==> config.mk <==
export PLATFORM = sky130hd
export DESIGN_NAME = first_fit_index_range_allocator_core
export DESIGN_NICKNAME = d
export VERILOG_FILES = /design/src/rtl/ffa_pkg.sv /design/src/rtl/ffa_engine.sv /design/src/rtl/first_fit_index_range_allocator_core.sv
export SDC_FILE = /design/constraint.sdc
export NUM_CORES = 2
export LEC_CHECK = 0
export BUFFER_PORTS_ARGS = -buffer_cell sky130_fd_sc_hd__buf_2
export CAP_MARGIN = 20
export CORE_UTILIZATION = 30
export CTS_BUF_LIST = sky130_fd_sc_hd__clkbuf_8
export CTS_CLUSTER_DIAMETER = 120
export CTS_CLUSTER_SIZE = 20
export DETAILED_ROUTE_END_ITERATION = 12
export SETUP_SLACK_MARGIN = 0.1
export SYNTH_ARGS = -nofsm -noshare
export SYNTH_HDL_FRONTEND = slang
export SYNTH_SLANG_ARGS = --single-unit
==> constraint.sdc <==
create_clock -name i_clk -period 86.9 [get_ports i_clk]
set_input_delay 8.69 -clock i_clk [delete_from_list [all_inputs] [get_ports i_clk]]
set_output_delay 8.69 -clock i_clk [all_outputs]
set_load 0.02 [all_outputs]
==> src/rtl/ffa_pkg.sv <==
package ffa_pkg;

    localparam int INDEX_SPACE = 1024;
    localparam int AW          = $clog2(INDEX_SPACE);
    localparam int CNT_W       = AW + 1;
    // common widths for comparing run sizes / offsets against the effective length
    localparam int LCMP_W      = (CNT_W > 11) ? CNT_W : 11;
    localparam int CMP_W       = (CNT_W > 16) ? CNT_W : 16;

    localparam int CFG_IDX_W   = 1;
    localparam logic [CFG_IDX_W-1:0] CFG_RANGE_BASE   = 1'd0;
    localparam logic [CFG_IDX_W-1:0] CFG_RANGE_LENGTH = 1'd1;

    localparam logic FUNC_ALLOC = 1'b0;
    localparam logic FUNC_FREE  = 1'b1;

    localparam logic [1:0] STAT_OK     = 2'd0;
    localparam logic [1:0] STAT_NOFIT  = 2'd1;
    localparam logic [1:0] STAT_BADIDX = 2'd2;
    localparam logic [1:0] STAT_FREE   = 2'd3;

    localparam int MARK_ALLOC_BIT = 0;
    localparam int MARK_START_BIT = 1;
    localparam logic [1:0] MARK_NONE  = 2'b00;
    localparam logic [1:0] MARK_ALLOC = 2'b01;
    localparam logic [1:0] MARK_HEAD  = 2'b11;

    typedef struct packed {
        logic             func;
        logic             reject;
        logic [1:0]       rej_status;
        logic [CNT_W-1:0] size;
        logic [AW-1:0]    off;
        logic [CNT_W-1:0] len;
    } t_req;

    typedef struct packed {
        logic [1:0]    status;
        logic [AW-1:0] off;
    } t_res;

endpackage

==> src/rtl/ffa_engine.sv <==
module ffa_engine (
    input  logic          i_clk,
    input  logic          i_rst_n,
    input  logic          i_start,
    input  ffa_pkg::t_req i_req,
    output logic          o_idle,
    output logic          o_res_valid,
    input  logic          i_res_take,
    output ffa_pkg::t_res o_res
);
    import ffa_pkg::*;

    localparam logic [2:0] ST_CLR   = 3'd0;
    localparam logic [2:0] ST_IDLE  = 3'd1;
    localparam logic [2:0] ST_SCAN  = 3'd2;
    localparam logic [2:0] ST_FILL  = 3'd3;
    localparam logic [2:0] ST_FCHK  = 3'd4;
    localparam logic [2:0] ST_FWALK = 3'd5;
    localparam logic [2:0] ST_RES   = 3'd6;

    localparam logic [AW-1:0] LAST = AW'(INDEX_SPACE - 1);

    logic [1:0]       r_mem [INDEX_SPACE];
    logic [1:0]       r_rdata;

    logic [2:0]       r_state,  n_state;
    logic [AW-1:0]    r_ptr,    n_ptr;
    logic [AW-1:0]    r_start,  n_start;
    logic [AW-1:0]    r_end,    n_end;
    logic [AW-1:0]    r_off,    n_off;
    logic [CNT_W-1:0] r_cnt,    n_cnt;
    logic [CNT_W-1:0] r_size,   n_size;
    logic [CNT_W-1:0] r_len,    n_len;
    logic [1:0]       r_status, n_status;

    logic             mem_we;
    logic [AW-1:0]    mem_waddr;
    logic [1:0]       mem_wdata;
    logic [AW-1:0]    mem_raddr;
    logic             last_in_len;
    logic [CNT_W-1:0] cnt_inc;

    assign last_in_len = (CNT_W'(r_ptr) + CNT_W'(1)) == r_len;
    assign cnt_inc     = r_cnt + CNT_W'(1);

    always_comb begin
        n_state   = r_state;
        n_ptr     = r_ptr;
        n_start   = r_start;
        n_end     = r_end;
        n_off     = r_off;
        n_cnt     = r_cnt;
        n_size    = r_size;
        n_len     = r_len;
        n_status  = r_status;
        mem_we    = 1'b0;
        mem_waddr = r_ptr;
        mem_wdata = MARK_NONE;
        mem_raddr = r_ptr + AW'(1);   // streaming read-ahead
        unique case (r_state)
            ST_CLR: begin
                mem_we = 1'b1;
                n_ptr  = r_ptr + AW'(1);
                if (r_ptr == LAST) begin
                    n_state = ST_IDLE;
                end
            end
            ST_IDLE: begin
                if (i_start) begin
                    n_size = i_req.size;
                    n_len  = i_req.len;
                    n_cnt  = '0;
                    if (i_req.reject) begin
                        n_status = i_req.rej_status;
                        n_state  = ST_RES;
                    end else if (i_req.func == FUNC_ALLOC) begin
                        mem_raddr = '0;
                        n_ptr     = '0;
                        n_state   = ST_SCAN;
                    end else begin
                        mem_raddr = i_req.off;
                        n_ptr     = i_req.off;
                        n_state   = ST_FCHK;
                    end
                end
            end
            ST_SCAN: begin
                // r_rdata holds the mark of r_ptr
                if (r_rdata[MARK_ALLOC_BIT]) begin
                    n_cnt = '0;
                    if (last_in_len) begin
                        n_status = STAT_NOFIT;
                        n_state  = ST_RES;
                    end else begin
                        n_ptr = r_ptr + AW'(1);
                    end
                end else begin
                    n_cnt = cnt_inc;
                    if (r_cnt == '0) begin
                        n_start = r_ptr;
                    end
                    if (cnt_inc == r_size) begin
                        n_end   = r_ptr;
                        n_ptr   = (r_cnt == '0) ? r_ptr : r_start;
                        n_state = ST_FILL;
                    end else if (last_in_len) begin
                        n_status = STAT_NOFIT;
                        n_state  = ST_RES;
                    end else begin
                        n_ptr = r_ptr + AW'(1);
                    end
                end
            end
            ST_FILL: begin
                mem_we    = 1'b1;
                mem_wdata = (r_ptr == r_start) ? MARK_HEAD : MARK_ALLOC;
                n_ptr     = r_ptr + AW'(1);
                if (r_ptr == r_end) begin
                    n_status = STAT_OK;
                    n_off    = r_start;
                    n_state  = ST_RES;
                end
            end
            ST_FCHK: begin
                if (!r_rdata[MARK_ALLOC_BIT]) begin
                    n_status = STAT_FREE;
                    n_state  = ST_RES;
                end else if (!r_rdata[MARK_START_BIT]) begin
                    n_status = STAT_BADIDX;
                    n_state  = ST_RES;
                end else begin
                    mem_we   = 1'b1;
                    n_off    = r_ptr;
                    n_status = STAT_OK;
                    if (r_ptr == LAST) begin
                        n_state = ST_RES;
                    end else begin
                        n_ptr   = r_ptr + AW'(1);
                        n_state = ST_FWALK;
                    end
                end
            end
            ST_FWALK: begin
                // block tail: plain allocated marks up to the next start or free index
                if (r_rdata == MARK_ALLOC) begin
                    mem_we = 1'b1;
                    if (r_ptr == LAST) begin
                        n_state = ST_RES;
                    end else begin
                        n_ptr = r_ptr + AW'(1);
                    end
                end else begin
                    n_state = ST_RES;
                end
            end
            ST_RES: begin
                if (i_res_take) begin
                    n_state = ST_IDLE;
                end
            end
            default: begin
                n_state = ST_IDLE;
            end
        endcase
    end

    always_ff @(posedge i_clk) begin
        if (mem_we) begin
            r_mem[mem_waddr] <= mem_wdata;
        end
        r_rdata <= r_mem[mem_raddr];
    end

    always_ff @(posedge i_clk) begin
        if (!i_rst_n) begin
            r_state <= ST_CLR;
            r_ptr   <= '0;
        end else begin
            r_state <= n_state;
            r_ptr   <= n_ptr;
        end
    end

    always_ff @(posedge i_clk) begin
        r_start  <= n_start;
        r_end    <= n_end;
        r_off    <= n_off;
        r_cnt    <= n_cnt;
        r_size   <= n_size;
        r_len    <= n_len;
        r_status <= n_status;
    end

    assign o_idle      = (r_state == ST_IDLE);
    assign o_res_valid = (r_state == ST_RES);
    assign o_res.status = r_status;
    assign o_res.off    = r_off;

endmodule

==> src/rtl/first_fit_index_range_allocator_core.sv <==
// First-fit allocator of contiguous index runs over [range_base, range_base+eff_len).
// Input channel (i_in_valid / o_in_stall): i_func selects allocate (run of i_run_size
// indices) or free (block starting at i_block_index). One item is worked on at a time.
// Output channel (o_out_valid / i_out_stall): one beat per item with o_status and
// o_result_index (allocated base, freed index echo, or 0 on error).
// Config port: i_cfg_we, i_cfg_index, i_cfg_data; write only while idle.
// The mark memory takes one read and one write a cycle. eff_len is range_length capped
// at 1024. The result beat becomes valid in the same cycle that the input opens for the
// next beat. Steps per item:
//   allocate: scan the offsets up to the end of the fitting run (all of eff_len when
//   nothing fits), then write the run's marks; a rejected request skips both.
//   free: check the mark at the index, then release the block tail; the tail walk is
//   skipped when the check answers an error, and an out-of-range index skips both.
// The result sits in an output register; a new item is accepted while it waits, and
// the engine holds its next result until that register is emptied, so a stalled
// receiver backs up into o_in_stall.
// Reset: registers return to range_base 0, range_length 1024, and a clearing pass
// writes every mark free, one entry a cycle, with o_in_stall high.
// Config writes are taken during that pass.
module first_fit_index_range_allocator_core (
    input  logic                            i_clk,
    input  logic                            i_rst_n,
    input  logic                            i_in_valid,
    output logic                            o_in_stall,
    input  logic                            i_func,
    input  logic [10:0]                     i_run_size,
    input  logic [15:0]                     i_block_index,
    output logic                            o_out_valid,
    input  logic                            i_out_stall,
    output logic [1:0]                      o_status,
    output logic [15:0]                     o_result_index,
    input  logic                            i_cfg_we,
    input  logic [ffa_pkg::CFG_IDX_W-1:0]   i_cfg_index,
    input  logic [15:0]                     i_cfg_data
);
    import ffa_pkg::*;

    logic [15:0]       r_range_base;
    logic [10:0]       r_range_length;
    logic              r_out_valid;
    logic [1:0]        r_status;
    logic [15:0]       r_result_index;

    logic [CNT_W-1:0]  eff_len;
    logic [LCMP_W-1:0] len_x;
    logic [LCMP_W-1:0] size_x;
    logic [15:0]       diff;
    logic              in_range;
    logic              start;
    logic              eng_idle;
    logic              eng_res_valid;
    logic              res_take;
    t_req              req;
    t_res              eng_res;

    assign len_x   = LCMP_W'(r_range_length);
    assign eff_len = (len_x > LCMP_W'(INDEX_SPACE)) ? CNT_W'(INDEX_SPACE) : len_x[CNT_W-1:0];
    assign size_x  = LCMP_W'(i_run_size);

    // end of range is exclusive
    assign diff     = i_block_index - r_range_base;
    assign in_range = (i_block_index >= r_range_base) && (CMP_W'(diff) < CMP_W'(eff_len));

    always_comb begin
        req.func       = i_func;
        req.size       = size_x[CNT_W-1:0];
        req.off        = diff[AW-1:0];
        req.len        = eff_len;
        req.reject     = 1'b0;
        req.rej_status = STAT_NOFIT;
        if (i_func == FUNC_ALLOC) begin
            if ((i_run_size == '0) || (size_x > LCMP_W'(eff_len))) begin
                req.reject = 1'b1;
            end
        end else if (!in_range) begin
            req.reject     = 1'b1;
            req.rej_status = STAT_BADIDX;
        end
    end

    assign o_in_stall = !eng_idle;
    assign start      = i_in_valid && eng_idle;
    assign res_take   = eng_res_valid && (!r_out_valid || !i_out_stall);

    ffa_engine u_engine (
        .i_clk       (i_clk),
        .i_rst_n     (i_rst_n),
        .i_start     (start),
        .i_req       (req),
        .o_idle      (eng_idle),
        .o_res_valid (eng_res_valid),
        .i_res_take  (res_take),
        .o_res       (eng_res)
    );

    always_ff @(posedge i_clk) begin
        if (!i_rst_n) begin
            r_range_base   <= '0;
            r_range_length <= 11'd1024;
        end else if (i_cfg_we) begin
            unique case (i_cfg_index)
                CFG_RANGE_BASE:   r_range_base   <= i_cfg_data;
                CFG_RANGE_LENGTH: r_range_length <= i_cfg_data[10:0];
                default: ;
            endcase
        end
    end

    always_ff @(posedge i_clk) begin
        if (!i_rst_n) begin
            r_out_valid <= 1'b0;
        end else if (res_take) begin
            r_out_valid <= 1'b1;
        end else if (!i_out_stall) begin
            r_out_valid <= 1'b0;
        end
    end

    always_ff @(posedge i_clk) begin
        if (res_take) begin
            r_status       <= eng_res.status;
            r_result_index <= (eng_res.status == STAT_OK) ?
                              (r_range_base + 16'(eng_res.off)) : '0;
        end
    end

    assign o_out_valid    = r_out_valid;
    assign o_status       = r_status;
    assign o_result_index = r_result_index;

endmodule

Word-level counts from Yosys, hierarchy flattened --
Memory sizes are Yosys's and may differ from the RTL's. A register that Yosys moved wholly into a read port is not among the register bits. Index checks and enable logic that the tools add are counted.
Word-level totals: input bits 50, output and inout port bits 20, flip-flop bits (word level) 124, logic and storage cells 138, bits in writable memories 2048, memories kept 1
Cells by class: bitwise gates (word level) 2, add/sub/neg operators 5, magnitude comparators 4, eq/ne operators 24, mux-type cells 61, reductions and logical operators 27
Memories:
- u_engine.r_mem | depth 1024, bits a word 2, rd ports 1, clocked after Yosys merged registers in 1, wr ports 1, RTL line ffa_engine.sv:23 | logic [1:0] r_mem [INDEX_SPACE];
Operator list (count):
- 10-bit two-way mux | 17
- 10-bit case mux with 5 select lines | 1
- 3-bit two-way mux | 14
- 11-bit two-way mux | 3
- 2-bit two-way mux | 12
- 11-bit equality test | 2
- 11-bit zero test | 2
- 11-bit case mux with 2 select lines | 1
- 3-bit case mux with 7 select lines | 1
- 10-bit equality test | 2
- 10-bit case mux with 2 select lines | 1
- 16-bit by 10-bit adder with 16-bit output | 1
- 16-bit greater-or-equal comparator | 1
- 16-bit by 11-bit less-than comparator with 1-bit output | 1
- 2-bit by 1-bit != test with 1-bit output (second input constant) | 8
- 16-bit subtractor | 1
- 10-bit by 1-bit adder with 11-bit output (second input constant) | 1
- 11-bit by 1-bit adder with 11-bit output (second input constant) | 1
- 11-bit > comparator | 1
- 11-bit > comparator (second input constant) | 1
- 10-bit by 1-bit adder with 10-bit output (second input constant) | 1
- 10-bit equality test (second input constant) | 1
- 2-bit AND reduction | 5
- 5-bit AND reduction | 2
- 22 further kinds | 42

Longest topological paths before layout --
word-level depth 9, depth in mapped cells 32, gate-level depth less buffers 26

By module --
A second synthesis with hierarchy kept.
Unflattened totals: cell total of the unflattened synthesis 7711, area, all modules 96516.3 um^2
By module, submodules not included:
- ffa_engine | cells an instance 7276, area each 92876.6 um^2, instances 1
- first_fit_index_range_allocator_core | cells an instance 435, area each 3639.7 um^2, instances 1

Least setup slack after synthesis --
No wires, ideal clock.
path kind reg-to-reg, start register u_engine.r_ptr[6] (netlist: u_engine.mem_waddr[6]), end memory u_engine.r_mem[0][1] (data pin), required time 76.313 ns, setup slack 21.637 ns, cell stages (with the launch flop) 7, path buffers 2, clock period less this slack 65.263 ns, arrival time 54.675 ns, cell sequence dfxtp_1 clkbuf_1 buf_1 xor2_1 nor4_1 nand4_1 nor4_1
On the way: cells in the longest elaborated chain, start to end 3
RTL lines:
- start, declared | RTL line ffa_engine.sv:27 | logic [AW-1:0] r_ptr, n_ptr;
- start signal, assigned | RTL line ffa_engine.sv:180 | r_ptr <= n_ptr;
- 10-bit equality test | RTL line ffa_engine.sv:116 | mem_wdata = (r_ptr == r_start) ? MARK_HEAD : MARK_ALLOC;
- 2-bit two-way mux | RTL line ffa_engine.sv:116
- 2-bit two-way mux | RTL line ffa_engine.sv:60 | unique case (r_state)
- named net u_engine.mem_wdata[1] | RTL line ffa_engine.sv:38 | logic [1:0] mem_wdata;
- end, declared | RTL line ffa_engine.sv:23
The timed path passes the listed nets, and every way through them passes these cells.

Final worst setup path --
start input port i_block_index[0], end register u_engine.r_rdata[1], read port of u_engine.r_mem
On the way: cells in the longest elaborated chain, start to end 8, elaborated cells between the ends (all ways) 10, classes of those cells 1 x add/sub; 2 x order compare; 6 x mux; 1 x reduce/logical
RTL lines:
- start, declared | RTL line first_fit_index_range_allocator_core.sv:27 | input logic [15:0] i_block_index,
- 16-bit subtractor | RTL line first_fit_index_range_allocator_core.sv:61 | assign diff = i_block_index - r_range_base;
- 16-bit by 11-bit less-than comparator with 1-bit output | RTL line first_fit_index_range_allocator_core.sv:62 | assign in_range = (i_block_index >= r_range_base) && (CMP_W'(diff) < CMP_W'(eff_len));
- 1-bit logical AND | RTL line first_fit_index_range_allocator_core.sv:62
- 3-bit two-way mux | RTL line first_fit_index_range_allocator_core.sv:75 | end else if (!in_range) begin
- 1-bit two-way mux | RTL line first_fit_index_range_allocator_core.sv:71 | if (i_func == FUNC_ALLOC) begin
- 10-bit two-way mux (*) | RTL line ffa_engine.sv:73 | if (i_req.reject) begin
- 10-bit two-way mux (*) | RTL line ffa_engine.sv:69 | if (i_start) begin
- 10-bit two-way mux (*) | RTL line ffa_engine.sv:60
- end, declared | RTL line ffa_engine.sv:24 | logic [1:0] r_rdata;
Every way passes the cells marked *; elsewhere a longest branch is shown, timed or not. A chain may end at the register's enable or synchronous reset.

==> impl_metrics.csv <==
group,metric,value,unit
placed_design,routabilityCongestion,0.876,
min_path,hp-class,"reg -> reg",
global_routing,antenna_found_initial,23,
sta,setup_violations,0,
clock_tree,cts_tree,"built",
yosys,synth-edff-count,2131,
yosys,synth_compound_area_frac,0.0890,
setup_path,end_kind,"flip-flop",
clock_tree,post_cts_resized,0,
setup_path,start_kind,"input pin",
job,cap_violations,0,
setup_path,worst-setup-path-type,"in -> reg",
global_routing,grt_pass1_wl,425000,um
pwr,power_density,18.2,mW/mm^2
yosys,synth_seq_cells,2174,
cells_and_area,final_common_cell,"edfxtp_1",
yosys,netlist-cell-type-count,84,
floorplanning,die_height,561,um
yosys,synth_adder_area_share,0.00750,
global_routing,gr-total-overflow,0,
yosys,synth_area,0.0937,sq mm
floorplanning,rows,204,
routing,ant_nets,0,
sta,rsz0062_at_grt,"no",
clock_tree,clkLatencyLatePin,1.02,ns
global_routing,grt_max_degree,248,
yosys,synth_top_family_by_area,"simple AND/OR/NAND/NOR gates",
clock_tree,root_buffer,"clkbuf_8",
yosys,synth_xor_area_frac,0.00813,
clock_tree,htree_levels,3,
setup_path,slowest_stage,"buf_4",
run_status,status,"finished, violations left",
yosys,synth-simple-area-share,0.124,
yosys,ys_seq_area_frac,0.692,
cells_and_area,instances_no_fill,11500,
pwr,peakVddDrop,0.0126,mV
placed_design,numPortBuffers,69,
cells_and_area,fillers,30800,
yosys,yosysTopAreaCell,"edfxtp_1",
routing,first_pass_iters,12,
sta,final.setup_skew,0.104,ns
yosys,synth_top_area_frac,0.683,
clock_tree,numCtsBuffers,119,
clock_tree,clk_pin_slew,0.13,ns
setup_path,crit_top_cell,"buf_4",
clock_tree,clock_path_buffers,3,
setup_path,required,87.80,ns
clock_tree,post_cts_buffers,0,
sta,worst_slew_pin_slew,1.28,ns
placed_design,numPlacedInstances,11300,
yosys,ys.flop_type,"edfxtp_1",
cells_and_area,area_delta_synth_final,7.19,%
clock_tree,clock_sinks,2174,
run_status,violations,"DRC",
sta,finalMaxSlewViolations,0,
sta,fin_crit,17.35,ns
yosys,synth_area_leaders,"edfxtp_1 68%, nand2_1 5.0%, nor2_1 4.5%",
setup_path,critPathMaxStageDelay,0.79,ns
routing,drcViolationCount,2,
routing,vias,63100,
routing,drt_iter0_drc,9528,
sta,whs,0.479,ns
sta,finalHoldViolations,0,
routing,wire_per_inst,26.0,um
yosys,synth_cells,7533,
routing,via_per_inst,5.50,
placed_design,dp_hpwl,167000,um
cells_and_area,drive_gt1_frac,0.0665,
yosys,synth.area.mux_share,0.0458,
sta,max_freq,57.6,MHz
setup_path,crit_fanout,131,
yosys,synth-warning-count,0,
cells_and_area,final_cell_mix,"2,131 x edfxtp_1, 1,201 x nand2_1, 1,123 x nor2_1",
routing,routed_wl,299000,um
pwr,p_leak,31.7,nW
floorplanning,ioPinCount,70,
global_routing,groute.usage.overall,0.182,
sta,finalCritPeriodShare,0.200,
floorplanning,fp.dieW,561,um
sta,slew_headroom,0.143,
clock_tree,cts_hold_buf,0,
floorplanning,core,0.310,sq mm
global_routing,first_global_vias,60500,
setup_path,arrival,18.25,ns
floorplanning,initial_core_util,0.302,
yosys,syn_nets,7638,
yosys,async_flop_share,0,
cells_and_area,nets,7402,
pwr,total_power,1.83,mW
sta,fin_tns_setup,0,ns
floorplanning,die-area,0.315,sq mm
yosys,syn_avg_cell_area,12.4,sq um
per-layer routing:
metal	global-route usage	share of wire	up-vias
met3	0.0360	0.11	552
li1	-	-	27000
met2	0.287	0.45	3491
met1	0.249	0.40	32000
met4	0.0666	0.041	14
met5	0	0.00025	-
synth_stat cells (11+ instances only):
cell type and instances:
buf_4 49, mux2i_1 395, clkbuf_1 300, a32oi_1 127
nor2_1 1126, a21boi_0 37, a21oi_1 483, o21a_1 17
buf_6 12, dfxtp_1 43, o311ai_0 11, nor4_1 69
and2_1 18, a21o_1 13, inv_1 76, nand2_1 1239
xor2_1 41, nand2b_1 12, o21ai_0 53, buf_1 28
nor2b_1 14, nand3_1 195, ha_1 53, nand4_1 34
buf_2 218, or3_1 15, a2111oi_0 30, o221ai_1 14
a211oi_1 48, o211ai_1 23, a31oi_1 24, nor3_1 33
a22oi_1 136, edfxtp_1 2131, mux2_2 30, o22ai_1 165
and3_1 40, xnor2_1 46
sequential cells by signal, summed over array words and instances (netlist names):
signal              flops
len_x                  11
o_out_valid             1
o_result_index         16
o_status                2
r_range_base           16
u_engine.mem_waddr     10
u_engine.r_cnt         11
u_engine.r_end         10
u_engine.r_len         11
u_engine.r_mem       2048
u_engine.r_off         10
u_engine.r_rdata        2
u_engine.r_size        11
u_engine.r_start       10
u_engine.r_state        3
u_engine.r_status       2
final cells by class:
class                      count  area (sq um)  share of cell area
antenna                        5          12.5            0.000125
clock buffer                 122          1680              0.0167
clock inverter                54           292             0.00290
inverter                      77           297             0.00295
multi-input combinational   4675         26000               0.259
sequential                  2174         64900               0.646
tap                         4120          5150              0.0513
timing repair buffer         250          2160              0.0215
metrics by stage:
step	setup slack (ns)	util	cell area, sq um
final	69.55	0.324	100000
after global placement	68.90	0.316	98000
after global routing	69.19	0.324	100000
after CTS	69.85	0.324	100000
after floorplan	21.64	-	93700
after detailed placement	68.76	0.317	98400
cells by family (layout without fill, tap and decap cells):
logic type,count (synthesis),in the layout
adders and majority gates,55,55
xor gates and xnor gates,87,87
buffers and inverters,684,503
other,0,5
AOI/OAI and AO/OA,1270,1270
and+or+nand+nor,2838,2838
muxes,425,425
DFF,2174,2174
power breakdown:
| group | switching [mW] | total, mW | internal (mW) |
|---|---|---|---|
| sequential | 0.00363 | 1.14 | 1.13 |
| combinational | 0.167 | 0.239 | 0.0715 |
| clock | 0.320 | 0.454 | 0.134 |
path summary, 6_finish.rpt:
check,from,to,slack [ns],cells after the start
hold reg to reg,len_x[7]$_SDFFE_PN0P_,len_x[7]$_SDFFE_PN0P_,0.48,2
setup / recovery,i_block_index[0],u_engine.r_rdata[1]$_DFF_P_,69.55,32
setup reg to reg,r_range_base[0]$_SDFFE_PN0P_,u_engine.r_rdata[1]$_DFF_P_,77.06,30
hold / removal,len_x[7]$_SDFFE_PN0P_,len_x[7]$_SDFFE_PN0P_,0.48,2
worst max-delay path: cells and delay by family:
| family | cells | cell delay [ns] |
|---|---|---|
| buffers and inverters | 8 | 3.51 |
| AO/OA/AOI/OAI | 10 | 2.29 |
| AND/OR/NAND/NOR | 10 | 2.26 |
| adder cells (fa/ha/maj) | 3 | 0.94 |
| XOR/XNOR | 1 | 0.32 |
Note: power is estimated with default switching activity, not from simulation.
